**src/rtl/core/osas_pkg.sv**
```systemverilog
// osas_pkg: shared types and constants for the obstacle scan/avoid sequencer
// register indexes, reset values, scan phase codes, config and result words
// no dependencies
package osas_pkg;

   localparam int unsigned CsrIndexWidth = 3;
   localparam int unsigned CsrDataWidth  = 16;

   localparam logic [CsrIndexWidth-1:0] CSR_CLEAR_DISTANCE = 3'd0;
   localparam logic [CsrIndexWidth-1:0] CSR_CRUISE_SPEED   = 3'd1;
   localparam logic [CsrIndexWidth-1:0] CSR_DWELL_TICKS    = 3'd2;
   localparam logic [CsrIndexWidth-1:0] CSR_REFRESH_TICKS  = 3'd3;
   localparam logic [CsrIndexWidth-1:0] CSR_TURN_STEP      = 3'd4;

   localparam logic [9:0]  RST_CLEAR_DISTANCE = 10'd15;
   localparam logic [7:0]  RST_CRUISE_SPEED   = 8'd20;
   localparam logic [15:0] RST_DWELL_TICKS    = 16'd1500;
   localparam logic [15:0] RST_REFRESH_TICKS  = 16'd20;
   localparam logic [8:0]  RST_TURN_STEP      = 9'd90;

   // scan phase codes
   localparam logic [3:0] PH_START       = 4'd0;
   localparam logic [3:0] PH_LEFT_SAMPLE = 4'd1;
   localparam logic [3:0] PH_LEFT_BACK   = 4'd2;
   localparam logic [3:0] PH_CENTER_1    = 4'd3;
   localparam logic [3:0] PH_TURN_RIGHT  = 4'd4;
   localparam logic [3:0] PH_RIGHT_SAMPLE = 4'd5;
   localparam logic [3:0] PH_RIGHT_BACK  = 4'd6;
   localparam logic [3:0] PH_CENTER_2    = 4'd7;
   localparam logic [3:0] PH_CHOOSE      = 4'd8;
   localparam logic [3:0] PH_RESUME      = 4'd9;

   typedef struct packed {
      logic [9:0]  clear_distance;
      logic [7:0]  cruise_speed;
      logic [15:0] dwell_ticks;
      logic [15:0] refresh_ticks;
      logic [8:0]  turn_step;
   } osas_cfg_type;

   typedef struct packed {
      logic [7:0]         drive_speed;
      logic signed [15:0] target_heading;
      logic               avoiding;
      logic [3:0]         scan_phase;
      logic [9:0]         left_clearance;
      logic [9:0]         right_clearance;
   } osas_rsp_type;

endpackage

```
**src/rtl/core/osas_csr.sv**
```systemverilog
// osas_csr: configuration registers written through the plain write port
// depends on osas_pkg
module osas_csr
   import osas_pkg::*;
(
   input  logic                     clock,
   input  logic                     reset,
   input  logic                     csr_write,
   input  logic [CsrIndexWidth-1:0] csr_index,
   input  logic [CsrDataWidth-1:0]  csr_data,
   output osas_cfg_type             cfg
);

   osas_cfg_type cfg_ff;

   always_ff @(posedge clock) begin
      if (reset) begin
         cfg_ff.clear_distance <= RST_CLEAR_DISTANCE;
         cfg_ff.cruise_speed   <= RST_CRUISE_SPEED;
         cfg_ff.dwell_ticks    <= RST_DWELL_TICKS;
         cfg_ff.refresh_ticks  <= RST_REFRESH_TICKS;
         cfg_ff.turn_step      <= RST_TURN_STEP;
      end else if (csr_write) begin
         case (csr_index)
            CSR_CLEAR_DISTANCE: cfg_ff.clear_distance <= csr_data[9:0];
            CSR_CRUISE_SPEED:   cfg_ff.cruise_speed   <= csr_data[7:0];
            CSR_DWELL_TICKS:    cfg_ff.dwell_ticks    <= csr_data;
            CSR_REFRESH_TICKS:  cfg_ff.refresh_ticks  <= csr_data;
            CSR_TURN_STEP:      cfg_ff.turn_step      <= csr_data[8:0];
            default: ;
         endcase
      end
   end

   assign cfg = cfg_ff;

endmodule

```
**src/rtl/core/osas_core.sv**
```systemverilog
// osas_core: per-tick state update of the range latch and the scan sequencer
// computes the next state and the result word in one pass; depends on osas_pkg
module osas_core
   import osas_pkg::*;
(
   input  logic               clock,
   input  logic               reset,
   input  logic               accept,
   input  logic [9:0]         range_cm,
   input  logic signed [15:0] heading_now,
   input  osas_cfg_type       cfg,
   output osas_rsp_type       rsp
);

   logic [9:0]  latched_ff, latched_in;
   logic [15:0] refresh_ff, refresh_in;
   logic        first_ff;
   logic        avoid_ff, avoid_in;
   logic [3:0]  phase_ff, phase_in;
   logic [15:0] dwell_ff, dwell_in;
   logic [9:0]  left_ff, left_in;
   logic [9:0]  right_ff, right_in;
   logic [15:0] goal_ff, goal_in;
   logic [7:0]  speed_ff, speed_in;

   logic [15:0] refresh_inc;
   logic [15:0] dwell_inc;
   logic [15:0] step16;
   logic [15:0] goal_plus;
   logic [15:0] goal_minus;
   logic        do_latch;

   assign refresh_inc = (refresh_ff == 16'hFFFF) ? refresh_ff : refresh_ff + 16'd1;
   assign dwell_inc   = (dwell_ff == 16'hFFFF) ? dwell_ff : dwell_ff + 16'd1;
   assign step16      = {7'd0, cfg.turn_step};
   assign goal_plus   = goal_ff + step16;
   assign goal_minus  = goal_ff - step16;
   assign do_latch    = first_ff || (refresh_inc > cfg.refresh_ticks);

   always_comb begin
      latched_in = do_latch ? range_cm : latched_ff;
      refresh_in = do_latch ? 16'd0 : refresh_inc;
      avoid_in   = avoid_ff;
      phase_in   = phase_ff;
      dwell_in   = dwell_ff;
      left_in    = left_ff;
      right_in   = right_ff;
      goal_in    = goal_ff;
      speed_in   = speed_ff;

      if (!avoid_ff) begin
         if (latched_in > cfg.clear_distance) begin
            speed_in = cfg.cruise_speed;
            goal_in  = heading_now;
         end else begin
            avoid_in = 1'b1;
            speed_in = 8'd0;
         end
      end else if (phase_ff == PH_START) begin
         goal_in  = goal_minus;
         dwell_in = 16'd0;
         phase_in = PH_LEFT_SAMPLE;
      end else if (phase_ff > PH_RESUME) begin
         // unreachable code, recover to start
         phase_in = PH_START;
      end else if (dwell_inc <= cfg.dwell_ticks) begin
         dwell_in = dwell_inc;
      end else begin
         dwell_in = 16'd0;
         phase_in = phase_ff + 4'd1;
         case (phase_ff)
            PH_LEFT_SAMPLE:  left_in  = range_cm;
            PH_LEFT_BACK:    goal_in  = goal_plus;
            PH_TURN_RIGHT:   goal_in  = goal_plus;
            PH_RIGHT_SAMPLE: right_in = range_cm;
            PH_RIGHT_BACK:   goal_in  = goal_minus;
            PH_CHOOSE:       goal_in  = (left_ff > right_ff) ? goal_minus : goal_plus;
            PH_RESUME: begin
               speed_in = cfg.cruise_speed;
               avoid_in = 1'b0;
               phase_in = PH_START;
            end
            default: ;
         endcase
      end
   end

   always_ff @(posedge clock) begin
      if (reset) begin
         latched_ff <= '0;
         refresh_ff <= '0;
         first_ff   <= 1'b1;
         avoid_ff   <= 1'b0;
         phase_ff   <= PH_START;
         dwell_ff   <= '0;
         left_ff    <= '0;
         right_ff   <= '0;
         goal_ff    <= '0;
         speed_ff   <= '0;
      end else if (accept) begin
         latched_ff <= latched_in;
         refresh_ff <= refresh_in;
         first_ff   <= 1'b0;
         avoid_ff   <= avoid_in;
         phase_ff   <= phase_in;
         dwell_ff   <= dwell_in;
         left_ff    <= left_in;
         right_ff   <= right_in;
         goal_ff    <= goal_in;
         speed_ff   <= speed_in;
      end
   end

   assign rsp.drive_speed     = speed_in;
   assign rsp.target_heading  = goal_in;
   assign rsp.avoiding        = avoid_in;
   assign rsp.scan_phase      = phase_in;
   assign rsp.left_clearance  = left_in;
   assign rsp.right_clearance = right_in;

endmodule

```
**src/rtl/core/osas_rsp_buf.sv**
```systemverilog
// osas_rsp_buf: result register with one skid word
// lets a new tick in while a finished word waits; depends on osas_pkg
module osas_rsp_buf
   import osas_pkg::*;
(
   input  logic         clock,
   input  logic         reset,
   input  logic         load,
   input  osas_rsp_type load_word,
   output logic         full,
   output logic         out_valid,
   input  logic         out_stall,
   output osas_rsp_type out_word
);

   logic         out_valid_ff;
   logic         skid_valid_ff;
   osas_rsp_type out_ff;
   osas_rsp_type skid_ff;
   logic         out_free;

   assign out_free = !out_valid_ff || !out_stall;

   always_ff @(posedge clock) begin
      if (reset) begin
         out_valid_ff  <= 1'b0;
         skid_valid_ff <= 1'b0;
      end else if (out_free) begin
         if (skid_valid_ff) begin
            out_valid_ff  <= 1'b1;
            skid_valid_ff <= 1'b0;
         end else begin
            out_valid_ff <= load;
         end
      end else if (load) begin
         skid_valid_ff <= 1'b1;
      end
   end

   // payload: skid drains first, loads never happen while skid is full
   always_ff @(posedge clock) begin
      if (out_free) begin
         if (skid_valid_ff) begin
            out_ff <= skid_ff;
         end else if (load) begin
            out_ff <= load_word;
         end
      end else if (load) begin
         skid_ff <= load_word;
      end
   end

   assign full      = skid_valid_ff;
   assign out_valid = out_valid_ff;
   assign out_word  = out_ff;

endmodule

```
**src/rtl/core/obstacle_scan_avoid_sequencer.sv**
```systemverilog
// obstacle_scan_avoid_sequencer: top level of the range latch and scan sequencer
// instantiates osas_csr, osas_core and osas_rsp_buf; depends on osas_pkg
//
// One input word is one millisecond tick carrying range_cm and heading_now.
// Each accepted tick yields exactly one result word on the rsp_ channel:
// drive_speed, target_heading, avoiding, scan_phase and the two clearances.
// Input accepted when req_valid is high and req_stall low; output taken when
// rsp_valid is high and rsp_stall low.
// The result word is registered in the result register, or in the skid word
// while rsp_stall holds it. Throughput: one tick per cycle while req_stall
// is low; the next-state logic is a single pass from the state registers to the
// result register. A skid word behind the result register keeps the input open
// while one result waits; req_stall rises only when both are held by rsp_stall.
// Reset (synchronous): configuration returns to its defaults, the sequencer
// goes to cruising with the first-tick latch armed, and no result is pending.
// Configuration writes through csr_write/csr_index/csr_data take effect on the
// next edge; write only while no tick is in flight.
module obstacle_scan_avoid_sequencer
   import osas_pkg::*;
(
   input  logic                     clock,
   input  logic                     reset,
   input  logic                     req_valid,
   output logic                     req_stall,
   input  logic [9:0]               req_range_cm,
   input  logic signed [15:0]       req_heading_now,
   output logic                     rsp_valid,
   input  logic                     rsp_stall,
   output logic [7:0]               rsp_drive_speed,
   output logic signed [15:0]       rsp_target_heading,
   output logic                     rsp_avoiding,
   output logic [3:0]               rsp_scan_phase,
   output logic [9:0]               rsp_left_clearance,
   output logic [9:0]               rsp_right_clearance,
   input  logic                     csr_write,
   input  logic [CsrIndexWidth-1:0] csr_index,
   input  logic [CsrDataWidth-1:0]  csr_data
);

   osas_cfg_type cfg;
   osas_rsp_type core_word;
   osas_rsp_type out_word;
   logic         buf_full;
   logic         accept;

   assign req_stall = buf_full;
   assign accept    = req_valid && !buf_full;

   osas_csr u_csr (
      .clock     (clock),
      .reset     (reset),
      .csr_write (csr_write),
      .csr_index (csr_index),
      .csr_data  (csr_data),
      .cfg       (cfg)
   );

   osas_core u_core (
      .clock       (clock),
      .reset       (reset),
      .accept      (accept),
      .range_cm    (req_range_cm),
      .heading_now (req_heading_now),
      .cfg         (cfg),
      .rsp         (core_word)
   );

   osas_rsp_buf u_rsp_buf (
      .clock     (clock),
      .reset     (reset),
      .load      (accept),
      .load_word (core_word),
      .full      (buf_full),
      .out_valid (rsp_valid),
      .out_stall (rsp_stall),
      .out_word  (out_word)
   );

   assign rsp_drive_speed     = out_word.drive_speed;
   assign rsp_target_heading  = out_word.target_heading;
   assign rsp_avoiding        = out_word.avoiding;
   assign rsp_scan_phase      = out_word.scan_phase;
   assign rsp_left_clearance  = out_word.left_clearance;
   assign rsp_right_clearance = out_word.right_clearance;

endmodule

```
**config.mk**
```make
export PLATFORM = sky130hd
export DESIGN_NAME = obstacle_scan_avoid_sequencer
export DESIGN_NICKNAME = d
export VERILOG_FILES = /design/src/rtl/core/osas_pkg.sv /design/src/rtl/core/osas_csr.sv /design/src/rtl/core/osas_core.sv /design/src/rtl/core/osas_rsp_buf.sv /design/src/rtl/core/obstacle_scan_avoid_sequencer.sv
export SDC_FILE = /design/constraint.sdc
export NUM_CORES = 1
export LEC_CHECK = 0
export BUFFER_PORTS_ARGS = -buffer_cell sky130_fd_sc_hd__buf_2
export CAP_MARGIN = 30
export CORE_ASPECT_RATIO = 1.75
export CORE_MARGIN = 2
export CORE_UTILIZATION = 60
export CTS_CLUSTER_DIAMETER = 100
export DETAILED_ROUTE_END_ITERATION = 8
export PLACE_DENSITY = 0.88
export SLEW_MARGIN = 20
export SYNTH_ARGS = -nofsm -noshare
export SYNTH_HDL_FRONTEND = slang
export SYNTH_SLANG_ARGS = --single-unit
```
**constraint.sdc**
```tcl
create_clock -name clock -period 7.2 [get_ports clock]
set_clock_uncertainty 0.2 [all_clocks]
set_input_delay 0.72 -clock clock [delete_from_list [all_inputs] [get_ports clock]]
set_output_delay 0.72 -clock clock [all_outputs]
set_load 0.05 [all_outputs]
```
==> run summary <==
largest family of logic cells by synthesized area -> simple AND/OR/NAND/NOR gates
post-synthesis adder-cell area fraction -> 0.0683
Initial Utilization -> 0.608
setup TNS -> 0 ps
initial antenna violation count -> 0
First DRT Iteration DRCs -> 939
Ports -> 101
num rows -> 73
hold slack -> 231 ps
CTS tree -> done
top-area cell type share of the netlist area -> 0.222
Synth Area in XOR/XNOR -> 0.0216
YS warnings -> 0
CORE AREA -> 0.0227 mm^2
RSZ-0062 raised after global routing -> false
Peak VDD IR -> 148 uV
H-tree Lvls -> 1
Area Growth Syn to Fin -> 10.1%
via density per instance -> 6.15
largest net degree at the start of global routing -> 85
wire per inst -> 18.2 um
TritonCTS Sinks -> 251
total power -> 3410 uW
Distinct cells, synth -> 94
clock tree buffer depth -> 3
cell count after synthesis -> 1,475
ANT nets after route -> 0
DR pass1 iterations -> 5
count leader, synth -> nand2_1
Seq/Total Area, Yosys -> 0.436
Placer Congestion -> 0.915
Worst-Skew Late Latency -> 540 ps
DP HPWL -> 23,400 um
Reg clk slew, reported paths -> 70 ps
proportion of layout cells with a drive suffix above 1 -> 0.173
Synth area leader -> dfxtp_1
vias in the first global route -> 11,100
final setup fails -> 0
Final period util -> 0.924
vias -> 11,300
max-cap violations -> 0
Leakage -> 0.00608 uW
kind of critical path -> reg -> reg
hold buffer count at cts -> 0
ys flop type -> dfxtp_1
crit path max fanout -> 26
Root Buffer -> clkbuf_16
crit path launch type -> register
Slew HR -> 0.360
Layout Utilization -> 0.669
remaining global-route overflow -> 0
Diodes inserted -> 0
Worst EP required -> 7280 ps
Num CTS Buffers -> 23
top cell types by occurrence after synthesis -> 200 x nand2_1, 153 x dfxtp_1, 131 x nor2_1
CTS resizes -> 0
number of flops mapped to enable cells by yosys -> 98
Mapped Area -> 0.0138 mm^2
top cells by area, synth -> dfxtp_1 22%, edfxtp_1 21%, ha_1 6.5%
# port buffers -> 100
Chip Width -> 119 um
achievable frequency -> 150 MHz
outcome -> finished clean
simple-gate share of the synthesized area -> 0.179
die area -> 0.0242 mm^2
worst slew pin tran -> 957 ps
final hold vios -> 0
Die Y -> 204 um
Final nets -> 1,649
Compound-Gate Fraction of Synth Area -> 0.161
DRC Markers -> 0
worst hold path class -> in -> reg
dpl cells -> 1,800
endpoint class of the critical path -> register
Synth async-reset ratio -> 0
GRT Util Overall -> 0.272
arrival time worst endpoint -> 6730 ps
first-pass GRT wire length -> 53,900 um
mux cell area share after synthesis -> 0.0817
post-CTS setup buffers -> 0
Pwr per Cell Area -> 225 mW/mm^2
Finished Layout Cells -> 1,842
register bit total from synthesis -> 251
min Tclk post-route -> 6660 ps
final number of max-transition violations -> 0
Syn Area/Cell -> 9.34 um^2
Syn Nets -> 1,599
routed wire length -> 33,500 um
[per-stage QoR]
stage,worst slack (ps),instance area [um^2]
CTS,605,15200
detailed placement,734,14400
finish,544,15200
global placement,881,14400
floorplan,1150,13800
global route,6.23,15200
[flip-flops by register name (all words and copies together) (netlist names)]
register             flops
u_core.phase_ff          4
u_core.left_ff          10
u_core.refresh_ff       16
u_rsp_buf.full           1
u_core.speed_ff          8
u_core.goal_ff          16
u_rsp_buf.skid_ff       49
u_core.avoid_ff          1
u_rsp_buf.out_valid      1
u_core.first_ff          1
u_core.right_ff         10
u_rsp_buf.out_word      49
u_csr.cfg               59
u_core.latched_ff       10
u_core.dwell_ff         16
[per-layer routing]
metal,up-vias,share of wire,global-route usage
met1,5428,0.37,0.303
met3,102,0.067,0.0354
li1,5363,-,-
met5,-,0,0
met2,441,0.52,0.501
met4,0,0.047,0.137
[cell type report]
| cell class | count | area (um^2) |
|---|---|---|
| Timing Repair Buffer | 112 | 589 |
| Fill cell | 1764 | 7490 |
| Multi-Input combinational cell | 1058 | 7090 |
| Tap cell | 300 | 375 |
| Inverter | 79 | 297 |
| Sequential cell | 251 | 6010 |
| Clock inverter | 11 | 131 |
| Clock buffer | 31 | 677 |
[worst paths after layout]
kind                                     start                                to  slack (ps)  cells past startpoint
max          u_core.refresh_ff[4]$_SDFFE_PP0P_  u_rsp_buf.out_word[43]$_DFFE_PP_         540                     25
min                               csr_data[10]        u_csr.cfg[35]$_SDFFE_PP1P_         230                      3
max reg2reg  u_core.refresh_ff[4]$_SDFFE_PP0P_  u_rsp_buf.out_word[43]$_DFFE_PP_         540                     25
min reg2reg         u_csr.cfg[21]$_SDFFE_PP0P_        u_csr.cfg[21]$_SDFFE_PP0P_         250                      2
[power by group]
| part | total, uW | leakage (uW) | switching [uW] | internal (uW) |
|---|---|---|---|---|
| clock network | 1290 | 0.000401 | 548 | 740 |
| logic | 533 | 0.00349 | 355 | 179 |
| registers | 1590 | 0.00218 | 39.3 | 1550 |
| total | 3410 | 0.00608 | 943 | 2470 |
[cells by family after synthesis]
family / count (synthesis)
AND/OR/NAND/NOR: 520
AO/OA/AOI/OAI: 332
flip-flops: 251
buffers and inverters: 166
multiplexers: 98
adder cells (fa/ha/maj): 74
XOR/XNOR: 34
[worst max-delay path, cell delays in order (launching register included)]
cell       delay, ps
dfxtp_1          450
and4_1           280
and3_1           220
nand4_1          150
nor3_1           500
nor2_1           230
nand3_1          160
xnor2_1           90
ha_1             300
a21o_1           110
a21o_1           110
a21oi_1           60
o21ai_0          160
o2111ai_1        150
a22oi_1          200
buf_4            290
mux2_2           380
ha_1             300
a21o_1           160
a21o_1           170
a221oi_1         370
a32oi_2          100
buf_4            260
a21o_1           360
a22o_1           320
mux2_2           270
[cells in the final DEF (no fill, tap or decap), types with 6 or more instances in the layout]
cell type    n
a211oi_1    11
a21o_1      11
a21oi_1    119
a221oi_1     6
a22o_1       8
a22oi_1     30
a31oi_1      8
and2_1       9
and3_1      11
and4_1       6
buf_2       99
buf_4       12
clkbuf_16   24
dfxtp_1    153
edfxtp_1    98
ha_1        72
inv_1       80
mux2_2      51
mux2_4      16
mux2i_1     30
nand2_1    200
nand2b_1    11
nand3_1     33
nand3b_1    19
nand4_1     16
nor2_1     130
nor2b_1     11
nor3_1      21
nor3b_1      6
nor4_1      10
o211ai_1     6
o21a_1      10
o21ai_0     43
o21ai_1      7
o21ai_2     10
or3_1        9
xnor2_1     21
xor2_1      13
Power figures use the tool's default switching activity.
